`config.mk`:
```
export PLATFORM = sky130hd
export DESIGN_NAME = glyph_row_pixel_expander_top
export DESIGN_NICKNAME = d
export VERILOG_FILES = /design/src/hdl/grpe_pkg.sv /design/src/hdl/grpe_front.sv /design/src/hdl/grpe_queue.sv /design/src/hdl/grpe_back.sv /design/src/hdl/glyph_row_pixel_expander_top.sv
export SDC_FILE = /design/constraint.sdc
export NUM_CORES = 1
export LEC_CHECK = 0
export ABC_AREA = 1
export BUFFER_PORTS_ARGS = -buffer_cell sky130_fd_sc_hd__buf_2
export CORE_MARGIN = 2
export CORE_UTILIZATION = 55
export CTS_BUF_LIST = sky130_fd_sc_hd__clkbuf_16
export DETAILED_ROUTE_END_ITERATION = 10
export PLACE_DENSITY = 0.85
export SETUP_SLACK_MARGIN = 0.15
export SYNTH_ARGS = -nofsm -noshare
export SYNTH_HDL_FRONTEND = slang
export SYNTH_HIERARCHICAL = 1
export SYNTH_SLANG_ARGS = --single-unit
```
`constraint.sdc`:
```
create_clock -name i_clk -period 6.02 [get_ports i_clk]
set_input_delay 0.903 -clock i_clk [delete_from_list [all_inputs] [get_ports i_clk]]
set_output_delay 0.903 -clock i_clk [all_outputs]
set_load 0.03 [all_outputs]
```
`src/hdl/grpe_pkg.sv`:
```
// Package: shared types, constants and helpers for the glyph row pixel expander.
`default_nettype none

package grpe_pkg;

    localparam int MAX_DIM    = 4096;
    localparam int GLYPH_ROWS = 16;

    localparam int BITS_W  = 8;
    localparam int ROWIN_W = 4;
    localparam int ORG_W   = 12;
    localparam int COLOR_W = 32;
    localparam int ADDR_W  = 24;
    localparam int CFG_W   = 13;
    localparam int CFG_AW  = 1;

    localparam int DIM_W  = $clog2(MAX_DIM + 1);
    localparam int Y_W    = ORG_W + 1;
    localparam int X_W    = ORG_W + 1;
    localparam int PROD_W = Y_W + DIM_W;

    localparam int PIX_PER_ROW = 8;
    localparam int COL_W       = $clog2(PIX_PER_ROW);

    localparam int Q_DEPTH = 2;
    localparam int Q_AW    = $clog2(Q_DEPTH);
    localparam int Q_CW    = $clog2(Q_DEPTH + 1);

    typedef enum logic [CFG_AW-1:0] {
        REG_FRAME_WIDTH  = 1'b0,
        REG_FRAME_HEIGHT = 1'b1
    } t_reg_idx;

    typedef struct packed {
        logic [BITS_W-1:0]  row_bits;
        logic [ROWIN_W-1:0] row_index;
        logic [ORG_W-1:0]   origin_x;
        logic [ORG_W-1:0]   origin_y;
        logic [COLOR_W-1:0] foreground;
        logic [COLOR_W-1:0] background;
    } t_in_item;

    typedef struct packed {
        logic [ADDR_W-1:0]  pixel_address;
        logic [COLOR_W-1:0] pixel_color;
        logic               write_enable;
        logic               last_pixel;
    } t_out_item;

    typedef struct packed {
        logic [DIM_W-1:0] frame_width;
        logic [DIM_W-1:0] frame_height;
    } t_cfg;

    // one glyph row, ready for the pixel sequencer
    typedef struct packed {
        logic [BITS_W-1:0]  row_bits;
        logic [ORG_W-1:0]   origin_x;
        logic [ADDR_W-1:0]  row_base;
        logic               row_inside;
        logic [COLOR_W-1:0] foreground;
        logic [COLOR_W-1:0] background;
    } t_job;

    function automatic logic [DIM_W-1:0] clamp_dim(input logic [CFG_W-1:0] v);
        logic [DIM_W-1:0] res;
        if (int'(v) > MAX_DIM) begin
            res = DIM_W'(MAX_DIM);
        end else begin
            res = DIM_W'(v);
        end
        return res;
    endfunction

    // row number wrapped to the glyph height, small constant table
    function automatic logic [ROWIN_W-1:0] row_wrap(input logic [ROWIN_W-1:0] r);
        logic [ROWIN_W-1:0] res;
        res = '0;
        for (int i = 0; i < (1 << ROWIN_W); i++) begin
            if (r == ROWIN_W'(i)) begin
                res = ROWIN_W'(i % GLYPH_ROWS);
            end
        end
        return res;
    endfunction

endpackage

`default_nettype wire

```
`src/hdl/grpe_front.sv`:
```
// Front end: takes glyph rows, computes the row base address and vertical clip.
`default_nettype none

module grpe_front
    import grpe_pkg::*;
(
    input  wire logic     i_clk,
    input  wire logic     i_rst_n,
    input  wire t_cfg     i_cfg,
    input  wire logic     i_push,
    output logic          o_full,
    input  wire t_in_item i_in,
    output logic          o_q_push,
    input  wire logic     i_q_full,
    output t_job          o_q_data
);

    logic             r_sv, n_sv;
    t_in_item         r_item, n_item;
    logic [Y_W-1:0]   r_y, n_y;
    logic [PROD_W-1:0] prod;
    logic             take;

    assign o_q_push = r_sv && !i_q_full;
    assign o_full   = r_sv && i_q_full;
    assign take     = i_push && !o_full;

    always_comb begin
        n_sv   = r_sv;
        n_item = r_item;
        n_y    = r_y;
        if (take) begin
            n_sv   = 1'b1;
            n_item = i_in;
            n_y    = Y_W'(i_in.origin_y) + Y_W'(row_wrap(i_in.row_index));
        end else if (o_q_push) begin
            n_sv = 1'b0;
        end
    end

    assign prod = PROD_W'(r_y) * PROD_W'(i_cfg.frame_width);

    always_comb begin
        o_q_data.row_bits   = r_item.row_bits;
        o_q_data.origin_x   = r_item.origin_x;
        o_q_data.row_base   = prod[ADDR_W-1:0];
        o_q_data.row_inside = (Y_W + 1)'(r_y) < (Y_W + 1)'(i_cfg.frame_height);
        o_q_data.foreground = r_item.foreground;
        o_q_data.background = r_item.background;
    end

    always_ff @(posedge i_clk) begin
        if (!i_rst_n) begin
            r_sv <= 1'b0;
        end else begin
            r_sv <= n_sv;
        end
        r_item <= n_item;
        r_y    <= n_y;
    end

endmodule

`default_nettype wire

```
`src/hdl/grpe_queue.sv`:
```
// Short job queue between the front end and the pixel sequencer.
`default_nettype none

module grpe_queue
    import grpe_pkg::*;
(
    input  wire logic i_clk,
    input  wire logic i_rst_n,
    input  wire logic i_push,
    input  wire t_job i_data,
    output logic      o_full,
    input  wire logic i_pop,
    output logic      o_empty,
    output t_job      o_data
);

    t_job              r_mem [Q_DEPTH];
    logic [Q_AW-1:0]   r_wp, n_wp;
    logic [Q_AW-1:0]   r_rp, n_rp;
    logic [Q_CW-1:0]   r_cnt, n_cnt;
    logic              do_push, do_pop;

    assign o_full  = r_cnt == Q_CW'(Q_DEPTH);
    assign o_empty = r_cnt == '0;
    assign o_data  = r_mem[r_rp];
    assign do_push = i_push && !o_full;
    assign do_pop  = i_pop && !o_empty;

    always_comb begin
        n_wp  = r_wp;
        n_rp  = r_rp;
        n_cnt = r_cnt;
        if (do_push) begin
            n_wp = (r_wp == Q_AW'(Q_DEPTH - 1)) ? '0 : r_wp + 1'b1;
        end
        if (do_pop) begin
            n_rp = (r_rp == Q_AW'(Q_DEPTH - 1)) ? '0 : r_rp + 1'b1;
        end
        if (do_push && !do_pop) begin
            n_cnt = r_cnt + 1'b1;
        end else if (do_pop && !do_push) begin
            n_cnt = r_cnt - 1'b1;
        end
    end

    always_ff @(posedge i_clk) begin
        if (!i_rst_n) begin
            r_wp  <= '0;
            r_rp  <= '0;
            r_cnt <= '0;
        end else begin
            r_wp  <= n_wp;
            r_rp  <= n_rp;
            r_cnt <= n_cnt;
        end
        if (do_push) begin
            r_mem[r_wp] <= i_data;
        end
    end

endmodule

`default_nettype wire

```
`src/hdl/grpe_back.sv`:
```
// Back end: steps through the eight pixels of a row into the output register.
`default_nettype none

module grpe_back
    import grpe_pkg::*;
(
    input  wire logic i_clk,
    input  wire logic i_rst_n,
    input  wire t_cfg i_cfg,
    input  wire logic i_q_empty,
    input  wire t_job i_q_data,
    output logic      o_q_pop,
    output logic      o_empty,
    input  wire logic i_pop,
    output t_out_item o_out
);

    logic             r_bv, n_bv;
    t_job             r_job, n_job;
    logic [COL_W-1:0] r_col, n_col;
    logic             r_ov, n_ov;
    t_out_item        r_out, n_out;

    logic             out_ready, adv, last, load, in_frame;
    logic [X_W-1:0]   x;
    logic [COL_W-1:0] bit_idx;
    t_out_item        pix;

    assign out_ready = !r_ov || i_pop;
    assign adv       = r_bv && out_ready;
    assign last      = r_col == COL_W'(PIX_PER_ROW - 1);
    assign load      = !r_bv || (adv && last);
    assign o_q_pop   = load && !i_q_empty;

    assign x        = X_W'(r_job.origin_x) + X_W'(r_col);
    assign bit_idx  = COL_W'(PIX_PER_ROW - 1) - r_col;
    assign in_frame = r_job.row_inside && ((X_W + 1)'(x) < (X_W + 1)'(i_cfg.frame_width));

    always_comb begin
        pix.pixel_address = in_frame ? (r_job.row_base + ADDR_W'(x)) : '0;
        pix.pixel_color   = r_job.row_bits[bit_idx] ? r_job.foreground : r_job.background;
        pix.write_enable  = in_frame;
        pix.last_pixel    = last;
    end

    always_comb begin
        n_bv  = r_bv;
        n_job = r_job;
        n_col = r_col;
        if (load) begin
            n_bv  = !i_q_empty;
            n_job = i_q_data;
            n_col = '0;
        end else if (adv) begin
            n_col = r_col + 1'b1;
        end
    end

    always_comb begin
        n_ov  = r_ov;
        n_out = r_out;
        if (adv) begin
            n_ov  = 1'b1;
            n_out = pix;
        end else if (i_pop) begin
            n_ov = 1'b0;
        end
    end

    assign o_empty = !r_ov;
    assign o_out   = r_out;

    always_ff @(posedge i_clk) begin
        if (!i_rst_n) begin
            r_bv  <= 1'b0;
            r_col <= '0;
            r_ov  <= 1'b0;
        end else begin
            r_bv  <= n_bv;
            r_col <= n_col;
            r_ov  <= n_ov;
        end
        r_job <= n_job;
        r_out <= n_out;
    end

endmodule

`default_nettype wire

```
`src/hdl/glyph_row_pixel_expander_top.sv`:
```
// Top level: glyph row pixel expander with frame size registers.
//
// Input queue side: present a glyph row on i_in with push; it is taken at an
// edge where push is high and full is low. Each row gives eight pixel
// transactions, leftmost first, the eighth marked last_pixel.
// Result queue side: o_out holds the oldest pixel while empty is low; pop
// takes it. A popped slot refills in the same cycle when a pixel is ready.
// Flow: a taken row is registered in the front stage, written into the job
// queue, loaded into the sequencer, then registered as a pixel on o_out.
// Throughput: one pixel per cycle while pop keeps the output drained, set by
// the single-pixel sequencer in the back end. Rows arriving faster collect in
// the front stage and the two-entry job queue, then full rises.
// Receiver stall: with pop low the output register holds its pixel, the
// sequencer waits, the queue fills and full rises; nothing is dropped.
// Configuration: i_cfg_we writes frame_width (index 0) or frame_height
// (index 1); values above 4096 saturate. Write only while idle.
// Reset (i_rst_n low, synchronous): queues empty, both sizes zero, so all
// pixels come out clipped until the sizes are written.
`default_nettype none

module glyph_row_pixel_expander_top
    import grpe_pkg::*;
(
    input  wire logic              i_clk,
    input  wire logic              i_rst_n,
    input  wire logic              i_cfg_we,
    input  wire logic [CFG_AW-1:0] i_cfg_addr,
    input  wire logic [CFG_W-1:0]  i_cfg_data,
    input  wire logic              push,
    output logic                   full,
    input  wire t_in_item          i_in,
    output logic                   empty,
    input  wire logic              pop,
    output t_out_item              o_out
);

    t_cfg r_cfg, n_cfg;
    logic q_push, q_full, q_pop, q_empty;
    t_job q_wdata, q_rdata;

    always_comb begin
        n_cfg = r_cfg;
        if (i_cfg_we) begin
            unique case (t_reg_idx'(i_cfg_addr))
                REG_FRAME_WIDTH:  n_cfg.frame_width  = clamp_dim(i_cfg_data);
                REG_FRAME_HEIGHT: n_cfg.frame_height = clamp_dim(i_cfg_data);
                default:          n_cfg = r_cfg;
            endcase
        end
    end

    always_ff @(posedge i_clk) begin
        if (!i_rst_n) begin
            r_cfg <= '0;
        end else begin
            r_cfg <= n_cfg;
        end
    end

    grpe_front u_front (
        .i_clk    (i_clk),
        .i_rst_n  (i_rst_n),
        .i_cfg    (r_cfg),
        .i_push   (push),
        .o_full   (full),
        .i_in     (i_in),
        .o_q_push (q_push),
        .i_q_full (q_full),
        .o_q_data (q_wdata)
    );

    grpe_queue u_queue (
        .i_clk   (i_clk),
        .i_rst_n (i_rst_n),
        .i_push  (q_push),
        .i_data  (q_wdata),
        .o_full  (q_full),
        .i_pop   (q_pop),
        .o_empty (q_empty),
        .o_data  (q_rdata)
    );

    grpe_back u_back (
        .i_clk     (i_clk),
        .i_rst_n   (i_rst_n),
        .i_cfg     (r_cfg),
        .i_q_empty (q_empty),
        .i_q_data  (q_rdata),
        .o_q_pop   (q_pop),
        .o_empty   (empty),
        .i_pop     (pop),
        .o_out     (o_out)
    );

endmodule

`default_nettype wire

```
==> key figures <==
Synthesis
  – Part of the Yosys area used for sequential elements: 0.575
  – Post-synthesis simple-gate area fraction: 0.105
  – Dominant synthesized flop cell: edfxtp_1
  – Largest family of logic cells by synthesized area: adder cells
  – Asr flop ratio synth: 0
  – Compound-cell area share of the yosys netlist: 0.0376
  – Yosys reg bits: 519
  – Cell Area, Synth: 26,500 um2
  – Distinct cell type count after synthesis: 39
  – Post-synthesis mux area share: 0.0478
  – Post-Synth XOR/XNOR Area: 0.0119
  – YS warnings: 6
  – Mapped Nets: 2,616
  – EDFF count, synth: 482
  – Mean post-synth cell area: 11.7 um2
  – Post-Synth Adder-Cell Area: 0.146
  – Post-Synthesis Cells: 2,263

Die
  – Die height: 223 um
  – Die span in x: 223 um
  – Core Area: 47,600 um2
  – Rows: 80
  – DIE AREA: 49,900 um2
  – Top Ports: 179
  – Initial core utilization: 0.555

Global route
  – Initial antenna violation count: 6
  – Gr usage total: 0.220
  – GR Overflow Total: 0
  – Vias in the first global route: 16,400
  – Largest net degree at the start of global routing: 76
  – Global-route wire length before repair: 85,200 um

Timing
  – Final hold viol count: 0
  – Period utilization: 0.870
  – Final setup vio count: 0
  – Tmin final: 5240 ps
  – Max_slew headroom: 0.234
  – Least-Margin Pin Slew: 1150 ps
  – Total negative slack: 0 ps
  – Slew Limit Fails: 0
  – Peak Freq: 0.191 GHz
  – RSZ-0062 raised after global routing: no
  – Layout Skew: 32.4 ps
  – WHS: 433 ps

CTS
  – Max H-tree Level: 2
  – Clk Latency, worst-skew pair: 620 ps
  – Post-CTS setup buffer count: 0
  – Worst-path clk slew: 60 ps
  – PostCTS Resize Cnt: 0
  – CTS root buf: clkbuf_16
  – CTS tree: built
  – Clock buffer depth: 3
  – CTS Sinks: 519
  – CTS Buf Count: 51
  – # hold bufs at CTS: 0

Drt
  – WL/cell: 17.6 um
  – Detailed Route WL: 54,700 um
  – Iter 0 DRT Violations: 1,169
  – Vias post-DR: 16,300
  – DR pass1 iterations: 6
  – Drt drc: 0
  – Antenna-violating nets left: 0
  – Via density: 5.22

Worst setup path
  – R2R Path End: u_queue/r_mem[0][86]$_DFFE_PP_
  – Setup CP Type: flop to flop
  – Max stage delay on crit path: 780 ps
  – Crit path capture type: flop
  – Critical path arrival: 5590 ps
  – Cells along the critical path: nand2_1 -> fa_1 -> inv_1 -> fa_1 -> inv_1 -> fa_1 -> inv_1 -> fa_1 -> inv_1 -> fa_1 -> inv_1 -> ha_1 -> nand2_1 -> nor2_1 -> nand2_1 -> nand2_1 -> nand2_1 -> nand4_1 -> nand2_1
  – Worst setup SP type: flop
  – Crit Path Max Fanout: 15
  – Worst R2R Path Depth: 19
  – Crit-path most repeated cell: nand2_1
  – R2R setup slack: 780 ps
  – Critical Path Slowest Stage Cell: dfxtp_1
  – Critical path data required time: 6370 ps
  – R2R Path Start: r_cfg[17]$_SDFFE_PN0P_

Run
  – Max Cap Violations: 0

Run status
  – Status: complete, no violations

Final layout
  – Fill cells: 3,530
  – Finished Core Util: 0.624
  – Nets: 2,805
  – Layout cells sized above 1: 0.175
  – Area Growth Syn to Fin: 12.3%

Placed design
  – Final RePlAce weighted congestion: 0.895
  – Dpl hpwl: 38,300 um
  – # port buffers: 178

Hold path
  – Worst Hold Path EP: u_queue/r_mem[1][35]$_DFFE_PP_
  – Hold-critical path depth: 0
  – Hold path start: u_front/o_q_data[35]$_DFFE_PP_
  – Worst hold path type: flop to flop

Power and ir drop
  – Combinational fraction of design power: 0.309
  – Reg power frac: 0.433
  – Sw Pwr: 4350 uW
  – Internal power: 8340 uW
  – Net switching share of the total power: 0.343
  – Clock power frac: 0.257
  – Power per cell area: 427 nW/um2
  – P_leak: 0.0133 uW
  – Worst ir drop on vdd: 0.257 mV
-- how the worst max path moves through the flow --
stage | cells after the start | to | start
after floorplan | 4 | u_queue/r_mem[0][0]$_DFFE_PP_ | u_queue/r_cnt[0]$_SDFFE_PN0P_
after global placement | 19 | u_queue/r_mem[0][86]$_DFFE_PP_ | r_cfg[18]$_SDFFE_PN0P_
after detailed placement | 18 | u_queue/r_mem[1][84]$_DFFE_PP_ | r_cfg[17]$_SDFFE_PN0P_
after CTS | 18 | u_queue/r_mem[0][84]$_DFFE_PP_ | r_cfg[18]$_SDFFE_PN0P_
after global routing | 19 | u_queue/r_mem[1][86]$_DFFE_PP_ | r_cfg[18]$_SDFFE_PN0P_
final | 19 | u_queue/r_mem[0][86]$_DFFE_PP_ | r_cfg[17]$_SDFFE_PN0P_
-- final cells by class --
class	instances	area [um2]	share of cell area
Inverter	461	1730	0.0583
Clock buffer	51	1280	0.0429
Antenna cell	6	15.0	0.000505
Timing Repair Buffer	193	1000	0.0338
Tap cell	615	769	0.0259
Sequential cell	519	15200	0.512
Clock inverter	42	480	0.0162
Multi-Input combinational cell	1226	9220	0.310
-- cell families after synthesis --
group	Yosys count
flops	519
buf+inv	518
compound gates	168
simple gates	679
xor+xnor	36
fa+ha+maj	234
mux	109
-- placed cells by master (no fill, tap or decap), types with 10 or more instances in the layout --
| cell type | netlist | final |
|---|---|---|
| o21ai_2 | 29 | 29 |
| fa_1 | 123 | 123 |
| xnor2_1 | 10 | 10 |
| inv_1 | 459 | 463 |
| a21oi_1 | 81 | 81 |
| nand2_1 | 467 | 467 |
| buf_4 | 0 | 15 |
| o21ai_0 | 43 | 43 |
| mux2_4 | 10 | 10 |
| nand4_1 | 21 | 21 |
| buf_2 | 15 | 178 |
| dfxtp_1 | 37 | 36 |
| ha_1 | 111 | 111 |
| xor2_1 | 26 | 26 |
| mux2_2 | 99 | 99 |
| edfxtp_1 | 482 | 482 |
| nand3_1 | 56 | 56 |
| nor2_1 | 100 | 97 |
| clkbuf_16 | 0 | 51 |
-- flip-flops by register name (all words and copies together), names as in the netlist, 2 cells and up, named ones only --
signal / count
u_queue/r_mem: 218
u_back/r_job: 109
u_back/o_out: 58
u_back/r_col: 3
u_front/o_q_data: 84
r_cfg: 26
u_queue/r_cnt: 2
u_front/r_y: 13
-- synthesized netlist by cell type, types with 2 or more instances --
master,instances,area share
o211ai_1,2,0.00057
inv_1,459,0.065
nand2_2,8,0.0019
o21ai_1,2,0.00038
xnor2_1,10,0.0033
inv_2,2,0.00028
nor2_1,100,0.014
nor4_1,2,0.00047
nand2_1,467,0.066
dfxtp_1,37,0.028
xor2_1,26,0.0086
ha_1,111,0.053
nor2_2,4,0.00095
fa_1,123,0.093
a21o_1,3,0.00085
nand3_1,56,0.011
nand4_1,21,0.0050
o21bai_1,3,0.00085
nor3_1,9,0.0017
nand3_2,2,0.00076
mux2_2,99,0.042
buf_6,10,0.0043
nand3b_1,5,0.0014
a21boi_0,2,0.00057
mux2_4,10,0.0057
o21ai_2,29,0.0096
edfxtp_1,482,0.55
clkbuf_1,32,0.0045
a21oi_1,81,0.015
buf_2,15,0.0028
o21ai_0,43,0.0081
-- metrics by stage --
step	instance area (um2)	setup slack (ps)	total power, uW	std cells
6_report	29700	785	12700	3113
5_1_grt	29700	540	13400	3112
4_1_cts	29700	826	12800	3107
3_5_place_dp	27900	854	9460	3014
3_3_place_gp	27900	905	9290	3014
2_1_floorplan	26500	239	8370	2263
-- power by group through the flow --
stage	Clock, uW	Combinational (uW)	Sequential, uW
3_5_place_dp	0	3890	5570
4_1_cts	3320	3940	5500
6_report	3270	3930	5500
5_1_grt	3460	4370	5580
2_1_floorplan	0	2640	5730
3_3_place_gp	0	3780	5510
-- metal layers --
| layer | up-vias | routed length [um] | track usage |
|---|---|---|---|
| li1 | 7732 | - | - |
| met1 | 7854 | 23000 | 0.286 |
| met2 | 559 | 26900 | 0.372 |
| met3 | 106 | 3160 | 0.0410 |
| met4 | 2 | 1700 | 0.0794 |
| met5 | - | 18 | 0 |
-- critical path, delay by kind of cell (launching register included) --
kind	cells	cell delay [ps]
fa+ha+maj	6	2880
simple gates	8	1040
flops	1	780
buf+inv	5	250
No activity file was read; power rests on OpenSTA's default activity.
